## src/design/rsb_pkg.sv

```systemverilog
// ---------------------------------------------------------------------------
// rsb_pkg: shared types and constants of the run-length sprite blitter
// Code byte values, draw mode codes, field widths and the beat structs that
// pass between the blitter modules.
// ---------------------------------------------------------------------------
package rsb_pkg;

    localparam int CURSOR_W = 26;
    localparam int COLUMN_W = 13;
    localparam int ROWW_W   = 12;
    localparam int CFG_W    = 13;
    localparam int ADDR_W   = 24;
    localparam int COORD_W  = 13;

    localparam logic [CFG_W-1:0] PITCH_RESET  = 13'd320;
    localparam logic [CFG_W-1:0] HEIGHT_RESET = 13'd200;

    localparam logic       REG_LINE_PITCH     = 1'b0;
    localparam logic       REG_SURFACE_HEIGHT = 1'b1;

    localparam logic       OP_START = 1'b0;
    localparam logic       OP_CODE  = 1'b1;

    localparam logic [7:0] CODE_SKIP    = 8'd255;
    localparam logic [7:0] CODE_ROW_END = 8'd254;
    localparam logic [7:0] CODE_GAP     = 8'd253;

    localparam logic [7:0] HV_OVER_LIMIT = 8'h1f;
    localparam logic [7:0] NIBBLE_MAX    = 8'h0f;

    localparam logic [2:0] MODE_COPY      = 3'd0;
    localparam logic [2:0] MODE_BLEND     = 3'd1;
    localparam logic [2:0] MODE_HV_UNSAFE = 3'd2;
    localparam logic [2:0] MODE_HV        = 3'd3;
    localparam logic [2:0] MODE_HV_BLEND  = 3'd4;
    localparam logic [2:0] MODE_DARKEN    = 3'd5;
    localparam logic [2:0] MODE_BLACK     = 3'd6;

    typedef struct packed {
        logic                       op;
        logic [7:0]                 code;
        logic [7:0]                 dest_pixel;
        logic signed [COORD_W-1:0]  start_x;
        logic signed [COORD_W-1:0]  start_y;
        logic [ROWW_W-1:0]          sprite_width;
        logic [2:0]                 mode;
        logic [3:0]                 hue;
        logic signed [7:0]          value;
    } in_beat_t;

    typedef struct packed {
        logic                       write_enable;
        logic [ADDR_W-1:0]          write_address;
        logic [7:0]                 write_data;
        logic signed [CURSOR_W-1:0] next_address;
        logic                       stopped;
    } result_t;

endpackage

```

## src/design/rsb_shade.sv

```systemverilog
// ---------------------------------------------------------------------------
// rsb_shade: pixel shading
// Forms the palette byte of one drawn pixel from the code byte, the
// destination byte and the latched mode, hue and brightness offset.
// ---------------------------------------------------------------------------
module rsb_shade
    import rsb_pkg::*;
(
    input  logic [7:0] code,
    input  logic [7:0] dest_pixel,
    input  logic [2:0] draw_mode,
    input  logic [3:0] hue_nibble,
    input  logic [7:0] bright_offset,
    output logic [7:0] pixel
);

    logic [7:0] t_raw;
    logic [3:0] t_clamp;
    logic [4:0] blend_sum;
    logic [4:0] hv_blend_sum;

    always_comb begin
        t_raw = {4'h0, code[3:0]} + bright_offset;
        if (t_raw > NIBBLE_MAX) begin
            t_clamp = (t_raw >= HV_OVER_LIMIT) ? 4'h0 : 4'hf;
        end else begin
            t_clamp = t_raw[3:0];
        end
        blend_sum    = {1'b0, dest_pixel[3:0]} + {1'b0, code[3:0]};
        hv_blend_sum = {1'b0, dest_pixel[3:0]} + {1'b0, t_clamp};
    end

    always_comb begin
        case (draw_mode)
            MODE_BLEND:     pixel = {code[7:4], blend_sum[4:1]};
            MODE_HV_UNSAFE: pixel = {hue_nibble, 4'h0} | t_raw;
            MODE_HV:        pixel = {hue_nibble, t_clamp};
            MODE_HV_BLEND:  pixel = {hue_nibble, hv_blend_sum[4:1]};
            MODE_DARKEN:    pixel = {dest_pixel[7:4], 1'b0, dest_pixel[3:1]};
            MODE_BLACK:     pixel = 8'h00;
            default:        pixel = code;
        endcase
    end

endmodule

```

## src/design/rsb_engine.sv

```systemverilog
// ---------------------------------------------------------------------------
// rsb_engine: cursor and sprite state
// Holds the cursor, column and latched sprite settings, decodes each code
// byte and forms the result of every accepted beat in the same cycle.
// ---------------------------------------------------------------------------
module rsb_engine
    import rsb_pkg::*;
(
    input  logic                aclk,
    input  logic                aresetn,
    input  logic                accept,
    input  in_beat_t            beat,
    input  logic [CFG_W-1:0]    line_pitch,
    input  logic [CURSOR_W-1:0] limit,
    output result_t             result
);

    logic [CURSOR_W-1:0] cursor_reg, cursor_next;
    logic [COLUMN_W-1:0] column_reg, column_next;
    logic [ROWW_W-1:0]   row_width_reg;
    logic [2:0]          draw_mode_reg;
    logic [3:0]          hue_nibble_reg;
    logic [7:0]          bright_offset_reg;
    logic                count_pending_reg, count_pending_next;
    logic                halted_reg, halted_next;

    logic signed [2*COORD_W:0] start_prod;
    logic [CURSOR_W-1:0]       start_cursor;
    logic [7:0]                step;
    logic [COLUMN_W-1:0]       col_sum;
    logic [CURSOR_W-1:0]       cursor_row_end;
    logic                      at_limit;
    logic [7:0]                pixel;

    rsb_shade u_shade (
        .code          (beat.code),
        .dest_pixel    (beat.dest_pixel),
        .draw_mode     (draw_mode_reg),
        .hue_nibble    (hue_nibble_reg),
        .bright_offset (bright_offset_reg),
        .pixel         (pixel)
    );

    always_comb begin
        start_prod   = beat.start_y * $signed({1'b0, line_pitch});
        start_cursor = start_prod[CURSOR_W-1:0]
                     + {{(CURSOR_W-COORD_W){beat.start_x[COORD_W-1]}}, beat.start_x};
        step         = count_pending_reg ? beat.code : 8'd1;
        col_sum      = column_reg + {{(COLUMN_W-8){1'b0}}, step};
        cursor_row_end = cursor_reg + {{(CURSOR_W-CFG_W){1'b0}}, line_pitch}
                       - {{(CURSOR_W-COLUMN_W){1'b0}}, column_reg};
        at_limit = !cursor_reg[CURSOR_W-1]
                 && ({1'b0, cursor_reg[CURSOR_W-2:0]} >= limit);
    end

    always_comb begin
        cursor_next        = cursor_reg;
        column_next        = column_reg;
        count_pending_next = count_pending_reg;
        halted_next        = halted_reg;
        result             = '0;
        if (beat.op == OP_START) begin
            cursor_next        = start_cursor;
            column_next        = '0;
            count_pending_next = 1'b0;
            halted_next        = 1'b0;
        end else if (!halted_reg) begin
            if (!count_pending_reg && beat.code == CODE_SKIP) begin
                count_pending_next = 1'b1;
            end else if (!count_pending_reg && beat.code == CODE_ROW_END) begin
                cursor_next = cursor_row_end;
                column_next = '0;
            end else if (!count_pending_reg && beat.code != CODE_GAP && at_limit) begin
                halted_next = 1'b1;
            end else begin
                if (!count_pending_reg && beat.code != CODE_GAP
                    && !cursor_reg[CURSOR_W-1]) begin
                    result.write_enable  = 1'b1;
                    result.write_address = cursor_reg[ADDR_W-1:0];
                    result.write_data    = pixel;
                end
                count_pending_next = 1'b0;
                if (col_sum >= {1'b0, row_width_reg}) begin
                    cursor_next = cursor_row_end;
                    column_next = '0;
                end else begin
                    cursor_next = cursor_reg + {{(CURSOR_W-8){1'b0}}, step};
                    column_next = col_sum;
                end
            end
        end
        result.next_address = cursor_next;
        result.stopped      = halted_next;
    end

    always_ff @(posedge aclk) begin
        if (!aresetn) begin
            cursor_reg        <= '0;
            column_reg        <= '0;
            row_width_reg     <= '0;
            draw_mode_reg     <= MODE_COPY;
            hue_nibble_reg    <= '0;
            bright_offset_reg <= '0;
            count_pending_reg <= 1'b0;
            halted_reg        <= 1'b1;
        end else if (accept) begin
            cursor_reg        <= cursor_next;
            column_reg        <= column_next;
            count_pending_reg <= count_pending_next;
            halted_reg        <= halted_next;
            if (beat.op == OP_START) begin
                row_width_reg     <= beat.sprite_width;
                draw_mode_reg     <= beat.mode;
                hue_nibble_reg    <= beat.hue;
                bright_offset_reg <= beat.value;
            end
        end
    end

endmodule

```

## src/design/rle_sprite_blitter.sv

```systemverilog
// ---------------------------------------------------------------------------
// rle_sprite_blitter: run-length sprite blitter
// Decodes a stream of run-length sprite code bytes into framebuffer byte
// writes with palette shading, one result beat per input beat.
//
// Channel   Direction  tdata / tuser
// s_axis    in         tuser: op; tdata: code..value (69 bits in 72)
// m_axis    out        tdata: write_enable..stopped (60 bits in 64)
// cfg       in         write enable, 1-bit index, 13-bit data
//
// Every input beat is decoded in the cycle it is accepted; its result beat
// appears in the output register on the next cycle, one beat per cycle while m_axis_tready is high.
// The output register stalls on m_axis_tready and s_axis_tready follows it.
// Reset leaves the blitter halted until a start beat arrives.
// ---------------------------------------------------------------------------
module rle_sprite_blitter
    import rsb_pkg::*;
(
    input  logic             aclk,
    input  logic             aresetn,
    input  logic             s_axis_tvalid,
    output logic             s_axis_tready,
    // [7:0] code, [15:8] dest_pixel, [28:16] start_x, [41:29] start_y,
    // [53:42] sprite_width, [56:54] mode, [60:57] hue, [68:61] value
    input  logic [71:0]      s_axis_tdata,
    // [0] op
    input  logic             s_axis_tuser,
    output logic             m_axis_tvalid,
    input  logic             m_axis_tready,
    // [0] write_enable, [24:1] write_address, [32:25] write_data,
    // [58:33] next_address, [59] stopped
    output logic [63:0]      m_axis_tdata,
    input  logic             cfg_wr_en,
    input  logic             cfg_addr,
    input  logic [CFG_W-1:0] cfg_wdata
);

    logic [CFG_W-1:0]    line_pitch_reg, line_pitch_next;
    logic [CFG_W-1:0]    surface_height_reg, surface_height_next;
    logic [CURSOR_W-1:0] limit_reg;
    logic                m_valid_reg;
    result_t             m_data_reg;
    in_beat_t            beat;
    result_t             result;
    logic                accept;

    assign s_axis_tready = !m_valid_reg || m_axis_tready;
    assign accept        = s_axis_tvalid && s_axis_tready;

    always_comb begin
        beat.op           = s_axis_tuser;
        beat.code         = s_axis_tdata[7:0];
        beat.dest_pixel   = s_axis_tdata[15:8];
        beat.start_x      = s_axis_tdata[28:16];
        beat.start_y      = s_axis_tdata[41:29];
        beat.sprite_width = s_axis_tdata[53:42];
        beat.mode         = s_axis_tdata[56:54];
        beat.hue          = s_axis_tdata[60:57];
        beat.value        = s_axis_tdata[68:61];
    end

    always_comb begin
        line_pitch_next     = line_pitch_reg;
        surface_height_next = surface_height_reg;
        if (cfg_wr_en) begin
            case (cfg_addr)
                REG_LINE_PITCH:     line_pitch_next     = cfg_wdata;
                REG_SURFACE_HEIGHT: surface_height_next = cfg_wdata;
                default:            line_pitch_next     = line_pitch_reg;
            endcase
        end
    end

    always_ff @(posedge aclk) begin
        if (!aresetn) begin
            line_pitch_reg     <= PITCH_RESET;
            surface_height_reg <= HEIGHT_RESET;
            limit_reg          <= CURSOR_W'(PITCH_RESET * HEIGHT_RESET);
        end else begin
            line_pitch_reg     <= line_pitch_next;
            surface_height_reg <= surface_height_next;
            limit_reg          <= CURSOR_W'(line_pitch_next * surface_height_next);
        end
    end

    rsb_engine u_engine (
        .aclk       (aclk),
        .aresetn    (aresetn),
        .accept     (accept),
        .beat       (beat),
        .line_pitch (line_pitch_reg),
        .limit      (limit_reg),
        .result     (result)
    );

    always_ff @(posedge aclk) begin
        if (!aresetn) begin
            m_valid_reg <= 1'b0;
        end else if (accept) begin
            m_valid_reg <= 1'b1;
        end else if (m_axis_tready) begin
            m_valid_reg <= 1'b0;
        end
    end

    always_ff @(posedge aclk) begin
        if (accept) begin
            m_data_reg <= result;
        end
    end

    assign m_axis_tvalid = m_valid_reg;
    assign m_axis_tdata  = {4'h0, m_data_reg.stopped, m_data_reg.next_address,
                            m_data_reg.write_data, m_data_reg.write_address,
                            m_data_reg.write_enable};

endmodule
```

## config.mk

```make
export PLATFORM = sky130hd
export DESIGN_NAME = rle_sprite_blitter
export DESIGN_NICKNAME = d
export VERILOG_FILES = /design/src/design/rsb_pkg.sv /design/src/design/rsb_shade.sv /design/src/design/rsb_engine.sv /design/src/design/rle_sprite_blitter.sv
export SDC_FILE = /design/constraint.sdc
export NUM_CORES = 1
export LEC_CHECK = 0
export BUFFER_PORTS_ARGS = -buffer_cell sky130_fd_sc_hd__buf_2
export CAP_MARGIN = 20
export CORE_ASPECT_RATIO = 1.4
export CORE_MARGIN = 8
export CORE_UTILIZATION = 45
export CTS_CLUSTER_SIZE = 25
export DETAILED_ROUTE_END_ITERATION = 10
export PLACE_DENSITY_LB_ADDON = 0.05
export SYNTH_ARGS = -nofsm -noshare
export SYNTH_HDL_FRONTEND = slang
export SYNTH_SLANG_ARGS = --single-unit
```

## constraint.sdc

```tcl
create_clock -name aclk -period 12.9 [get_ports aclk]
set_input_delay 2.58 -clock aclk [delete_from_list [all_inputs] [get_ports aclk]]
set_output_delay 2.58 -clock aclk [all_outputs]
set_load 0.01 [all_outputs]
```

==> impl_metrics.yaml, run 1 <==
outcome:
  status: "complete, no violations"
power_and_ir_drop:
  total_power_mw: 4.01
  ir_drop_uv: 109
  p_leak_nw: 12.7
  p_per_area_nw_per_um2: 153
cts:
  cts_buffer_depth: 2
  clkLatencyLatePin_ns: 0.47
  cts_resized: 0
  numCtsBuffers: 17
  htreeDepth: 4
  ctsHoldBuffers: 0
  cts.sinks: 181
  clkTransAtPathRegs_ns: 0.08
  cts_root_buf: "clkbuf_16"
  cts_tree: "built"
  postCtsSetupRepairBufs: 0
worst_setup_path:
  critPathRequiredTime_ns: 13.31
  critPathMaxFanout: 38
  startpoint_type: "input pin"
  crit_buf_inv: 6
  crit_arrival_ns: 9.60
  crit_path_frequent_cell: "fa_1"
  crit_slowest_cell: "a21oi_1"
  slowest_delay_ns: 0.83
  worstSetupEndpointType: "flip-flop"
  critical_path_class: "input pin to flip-flop"
  cp_top_family: "adder cells"
finish:
  drive_above_1_share: 0.0845
  area_growth_pct: 8.33
  final_cell_mix: "inv_1 (487), nand2_1 (307), fa_1 (281)"
  largest_reg_flops: 60
  fin_util: 0.493
  layout_commonest_cell: "inv_1"
  fillers: 5377
  nets: 3578
timing:
  fmax_ghz: 0.109
  finalCritPeriodShare: 0.713
  setup_violations: 0
  slew-limit-headroom: 0.292
  tns_ns: 0
  clock_skew_ns: 0.0267
  fin_crit_ns: 9.19
  tightest_slew_ns: 1.06
  rsz0062_at_grt: "no"
  hold_viol_final: 0
  slew_viol_final: 0
  setup_ws_ns: 3.71
placed_design:
  place_ws_ns: 3.25
  finalWeightedCongestion: 0.944
  port_buffers: 150
  hpwlAfterDp_mm: 63.3
drt:
  wl_per_cell_um: 21.2
  drtAntennaViolNets: 0
  m1WireLength_mm: 30.5
  vias_per_cell: 5.57
  drt_iter0_drc: 1186
  drc: 0
  met3WireLength_mm: 3.06
  dr.pass1.iters: 7
  routed-wl-met2_mm: 40.2
  highest_layer: "met4"
  via_count: 20500
  totalWireLength_mm: 78.0
job:
  drv_cap: 0
synthesis:
  ys_seq_area_frac: 0.175
  ys_ff_latch: 181
  synth_edf_count: 60
  synth_area_um2: 24100
  syn_avg_cell_area_um2: 8.44
  postSynth.asyncResetShare: 0
  synthDistinctLibCells: 92
  synth_flop_cell: "dfxtp_1"
  synth_cells: 2856
  synth_warnings: 0
floorplanning:
  dieArea_um2: 61400
  rows: 100
  chipHeight_um: 290
  core_um2: 53100
  die_w_um: 212
  start_util: 0.455
  ios: 158
grt:
  track_usage: 0.258
  antenna_found_initial: 0
  grt-ovfl-total: 0
  grt_pass1_vias: 21800
  grt_max_degree: 53
  grt_pass1_wl_mm: 123
min_path:
  min_path_type: "flip-flop to flip-flop"
[power by group]
part | internal, mW | switching, mW
Sequential | 0.695 | 0.0933
Combinational | 1.02 | 1.64
Clock | 0.277 | 0.278
Total | 1.99 | 2.02
[cells in the mapped netlist, types with 5 or more instances]
cell type	count	area share
o21a_1	27	0.0084
dfxtp_1	121	0.10
edfxtp_1	60	0.075
and3_1	23	0.0060
o31ai_1	7	0.0022
o221ai_1	9	0.0033
nand3_1	37	0.0077
nor4_1	11	0.0029
or3_1	16	0.0042
a211o_1	9	0.0033
mux2_2	14	0.0065
a21oi_1	155	0.032
nor2_1	234	0.036
nor3_1	40	0.0083
mux2i_1	17	0.0071
a21boi_0	6	0.0019
nor2b_1	16	0.0042
o21bai_1	7	0.0022
nand4_1	20	0.0052
ha_1	260	0.13
nand2_1	307	0.048
a21o_1	44	0.014
o22ai_1	12	0.0031
a221oi_1	10	0.0036
a31oi_1	29	0.0075
a22oi_1	14	0.0044
xor2_1	30	0.011
o211a_1	5	0.0021
fa_1	281	0.23
xnor2_1	47	0.017
inv_1	489	0.076
and2_1	131	0.034
buf_2	11	0.0023
o211ai_1	16	0.0050
o21ai_0	101	0.021
nand2b_1	22	0.0057
clkbuf_1	85	0.013
a211oi_1	20	0.0062
buf_1	5	0.00078
buf_4	5	0.0016
[worst paths after layout]
path | startpoint | end | slack [ns] | cells past startpoint
max | cfg_wr_en | limit_reg[23]$_SDFF_PN0_ | 3.71 | 25
min | u_engine.row_width_reg[9]$_SDFFE_PN0P_ | u_engine.row_width_reg[9]$_SDFFE_PN0P_ | 0.46 | 2
max reg2reg | line_pitch_reg[5]$_SDFF_PN0_ | limit_reg[23]$_SDFF_PN0_ | 5.57 | 23
min reg2reg | u_engine.row_width_reg[9]$_SDFFE_PN0P_ | u_engine.row_width_reg[9]$_SDFFE_PN0P_ | 0.46 | 2
[area by class of cell]
type	instances	area, um2	area share
Multi-Input combinational cell	2080	17600	0.675
Sequential cell	181	4220	0.162
Inverter	491	1840	0.0706
Timing Repair Buffer	174	931	0.0356
Tap cell	714	893	0.0342
Clock buffer	18	429	0.0164
Clock inverter	14	159	0.00608
Antenna cell	1	2.50	0.0000958
[logic make-up after synthesis]
kind of cell	Yosys count	synth area share
xor gates and xnor gates	77	0.0280
AOI/OAI and AO/OA	543	0.149
DFF	181	0.175
adders and majority gates	544	0.369
muxes	31	0.0136
buffers and inverters	598	0.0947
other	1	0.000155
and+or+nand+nor	881	0.170
[stage by stage]
step / hold slack [ns] / cells / area (um2)
floorplan: 0.436 / 2859 / 24100
global placement: 0.445 / 3639 / 25500
detailed placement: 0.449 / 3640 / 25500
CTS: 0.459 / 3672 / 26100
global route: 0.483 / 3672 / 26100
finish: 0.460 / 3673 / 26100
[tightest hold or removal path: cells and delay by family (launching register included)]
kind             cells  cell delay (ns)
flip-flops           1             0.32
AND/OR/NAND/NOR      1             0.05
AO/OA/AOI/OAI        1             0.05
[per-layer routing]
layer,track usage,vias to the layer above
met4,0.130,0
met2,0.466,567
met3,0.0287,170
met5,0,-
li1,-,9572
met1,0.295,10200
Note: power is estimated with default switching activity, not from simulation.
==> run 2, diff against run 1 <==
Clock period 12.9 ns to 9.6 ns, I/O delays scaled along.
==> impl_metrics.yaml, run 2 (synthesis gave the netlist of run 1 again) <==
outcome:
  status: "complete, no violations"
placed_design:
  hpwlAfterDp_mm: 64.3
  finalWeightedCongestion: 0.933
  port_buffers: 150
grt:
  grt_pass1_vias: 21600
  track_usage: 0.262
  grt-ovfl-total: 0
  grt_pass1_wl_mm: 124
  grt_max_degree: 77
  antenna_found_initial: 0
cts:
  cts.sinks: 181
  cts_resized: 0
  htreeDepth: 4
  cts_buffer_depth: 2
  clkLatencyLatePin_ns: 0.47
  cts_root_buf: "clkbuf_16"
  numCtsBuffers: 17
  cts_tree: "built"
  postCtsSetupRepairBufs: 0
  clkTransAtPathRegs_ns: 0.07
  ctsHoldBuffers: 0
power_and_ir_drop:
  ir_drop_uv: 163
  intPower_mw: 2.69
  switching_share: 0.506
  clkPwrFrac: 0.137
  p_per_area_nw_per_um2: 207
  power.switching_mw: 2.75
  pwr-share-comb: 0.670
  p_leak_nw: 12.8
  p_seq_frac: 0.193
worst_setup_path:
  critPathMaxFanout: 13
  crit_arrival_ns: 8.79
  path_cells: "buf_2 -> nor2b_2 -> buf_4 -> nor2_1 -> a21oi_1 -> nor2_1 -> fa_1 -> inv_1 -> fa_1 -> inv_1 -> fa_1 -> fa_1 -> inv_1 -> fa_1 -> inv_1 -> ha_1 -> o2111a_1 -> a221oi_1 -> a21oi_1 -> a21boi_0 -> o21ai_0 -> nor4_1 -> a211o_1"
  ff2ff_path_depth: 24
  crit_slowest_cell: "fa_1"
  r2r_start: "line_pitch_reg[5]$_SDFF_PN0_"
  critical_path_class: "input pin to flip-flop"
  reg2reg_to: "limit_reg[23]$_SDFF_PN0_"
  startpoint_type: "input pin"
  r2r_slack_ns: 2.21
  crit_path_frequent_cell: "fa_1"
  crit_path_start: "cfg_wr_en"
  critPathCapture: "limit_reg[23]$_SDFF_PN0_"
  worstSetupEndpointType: "flip-flop"
  critPathRequiredTime_ns: 10.00
  slowest_delay_ns: 0.55
timing:
  rsz0062_at_grt: "no"
  tns_ns: 0
  finalCritPeriodShare: 0.874
  hold_viol_final: 0
  slew-limit-headroom: 0.315
  fin_crit_ns: 8.39
  slew_viol_final: 0
  setup_violations: 0
  fmax_ghz: 0.119
  tightest_slew_ns: 1.02
  clock_skew_ns: 0.0220
drt:
  vias_per_cell: 5.57
  wl_per_cell_um: 21.5
  totalWireLength_mm: 79.4
  dr.pass1.iters: 5
  drt_iter0_drc: 1147
  drc: 0
  drtAntennaViolNets: 0
  via_count: 20600
finish:
  final_cell_mix: "inv_1 (487), nand2_1 (307), fa_1 (281)"
  area_growth_pct: 8.95
  layout_commonest_cell: "inv_1"
  diodes: 0
  drive_above_1_share: 0.0907
  nets: 3598
  fin_util: 0.495
  largest_reg_flops: 60
floorplanning:
  die_w_um: 212
  dieArea_um2: 61400
  core_um2: 53100
  chipHeight_um: 290
  rows: 100
  start_util: 0.455
  ios: 158
job:
  drv_cap: 0
min_path:
  min_path_type: "flip-flop to flip-flop"
## run 2: how the worst min path moves through the flow
stage | startpoint | endpoint | slack (ns) | cells after the start
global route | u_engine.row_width_reg[8]$_SDFFE_PN0P_ | u_engine.row_width_reg[8]$_SDFFE_PN0P_ | 0.48 | 2
global placement | u_engine.row_width_reg[2]$_SDFFE_PN0P_ | u_engine.row_width_reg[2]$_SDFFE_PN0P_ | 0.45 | 2
detailed placement | u_engine.row_width_reg[5]$_SDFFE_PN0P_ | u_engine.row_width_reg[5]$_SDFFE_PN0P_ | 0.45 | 2
CTS | u_engine.row_width_reg[5]$_SDFFE_PN0P_ | u_engine.row_width_reg[5]$_SDFFE_PN0P_ | 0.46 | 2
floorplan | u_engine.row_width_reg[10]$_SDFFE_PN0P_ | u_engine.row_width_reg[10]$_SDFFE_PN0P_ | 0.44 | 2
finish | u_engine.row_width_reg[1]$_SDFFE_PN0P_ | u_engine.row_width_reg[1]$_SDFFE_PN0P_ | 0.46 | 2
## run 2: critical path, delay by kind of cell
kind,cells,cell delay (ns)
buf+inv,6,0.59
simple gates,4,1.07
fa+ha+maj,6,2.93
compound gates,7,2.24
## run 2: area by class of cell
class | count | area [um2]
multi-input combinational | 2080 | 17600
clock inverter | 14 | 160
clock buffer | 18 | 429
timing repair buffer | 194 | 1080
inverter | 491 | 1840
sequential | 181 | 4220
tap | 714 | 893
fill | 5382 | 26800
## run 2: per-layer routing
metal / up-vias / track usage / routed length [um]
met4: 0 / 0.106 / 3380
met5: - / 0 / 0
li1: 9625 / - / -
met3: 167 / 0.0258 / 2990
met1: 10200 / 0.305 / 31500
met2: 571 / 0.482 / 41500
## run 2: power groups by stage
stage | clock [mW] | combinational [mW] | sequential [mW]
4_1_cts | 0.764 | 3.66 | 1.05
6_report | 0.743 | 3.65 | 1.05
3_3_place_gp | 0 | 3.60 | 1.07
5_1_grt | 0.789 | 4.09 | 1.06
2_1_floorplan | 0 | 2.48 | 1.03
3_5_place_dp | 0 | 3.63 | 1.07
## run 2: through the flow
stage,hold WS (ns),setup slack (ns),power [mW],cells,area [um2]
2_1_floorplan,0.436,1.66,3.51,2859,24100
3_3_place_gp,0.447,0.943,4.67,3660,25700
3_5_place_dp,0.448,0.857,4.69,3660,25700
4_1_cts,0.459,1.32,5.47,3692,26300
5_1_grt,0.475,0.853,5.94,3692,26300
6_report,0.457,1.21,5.44,3692,26300
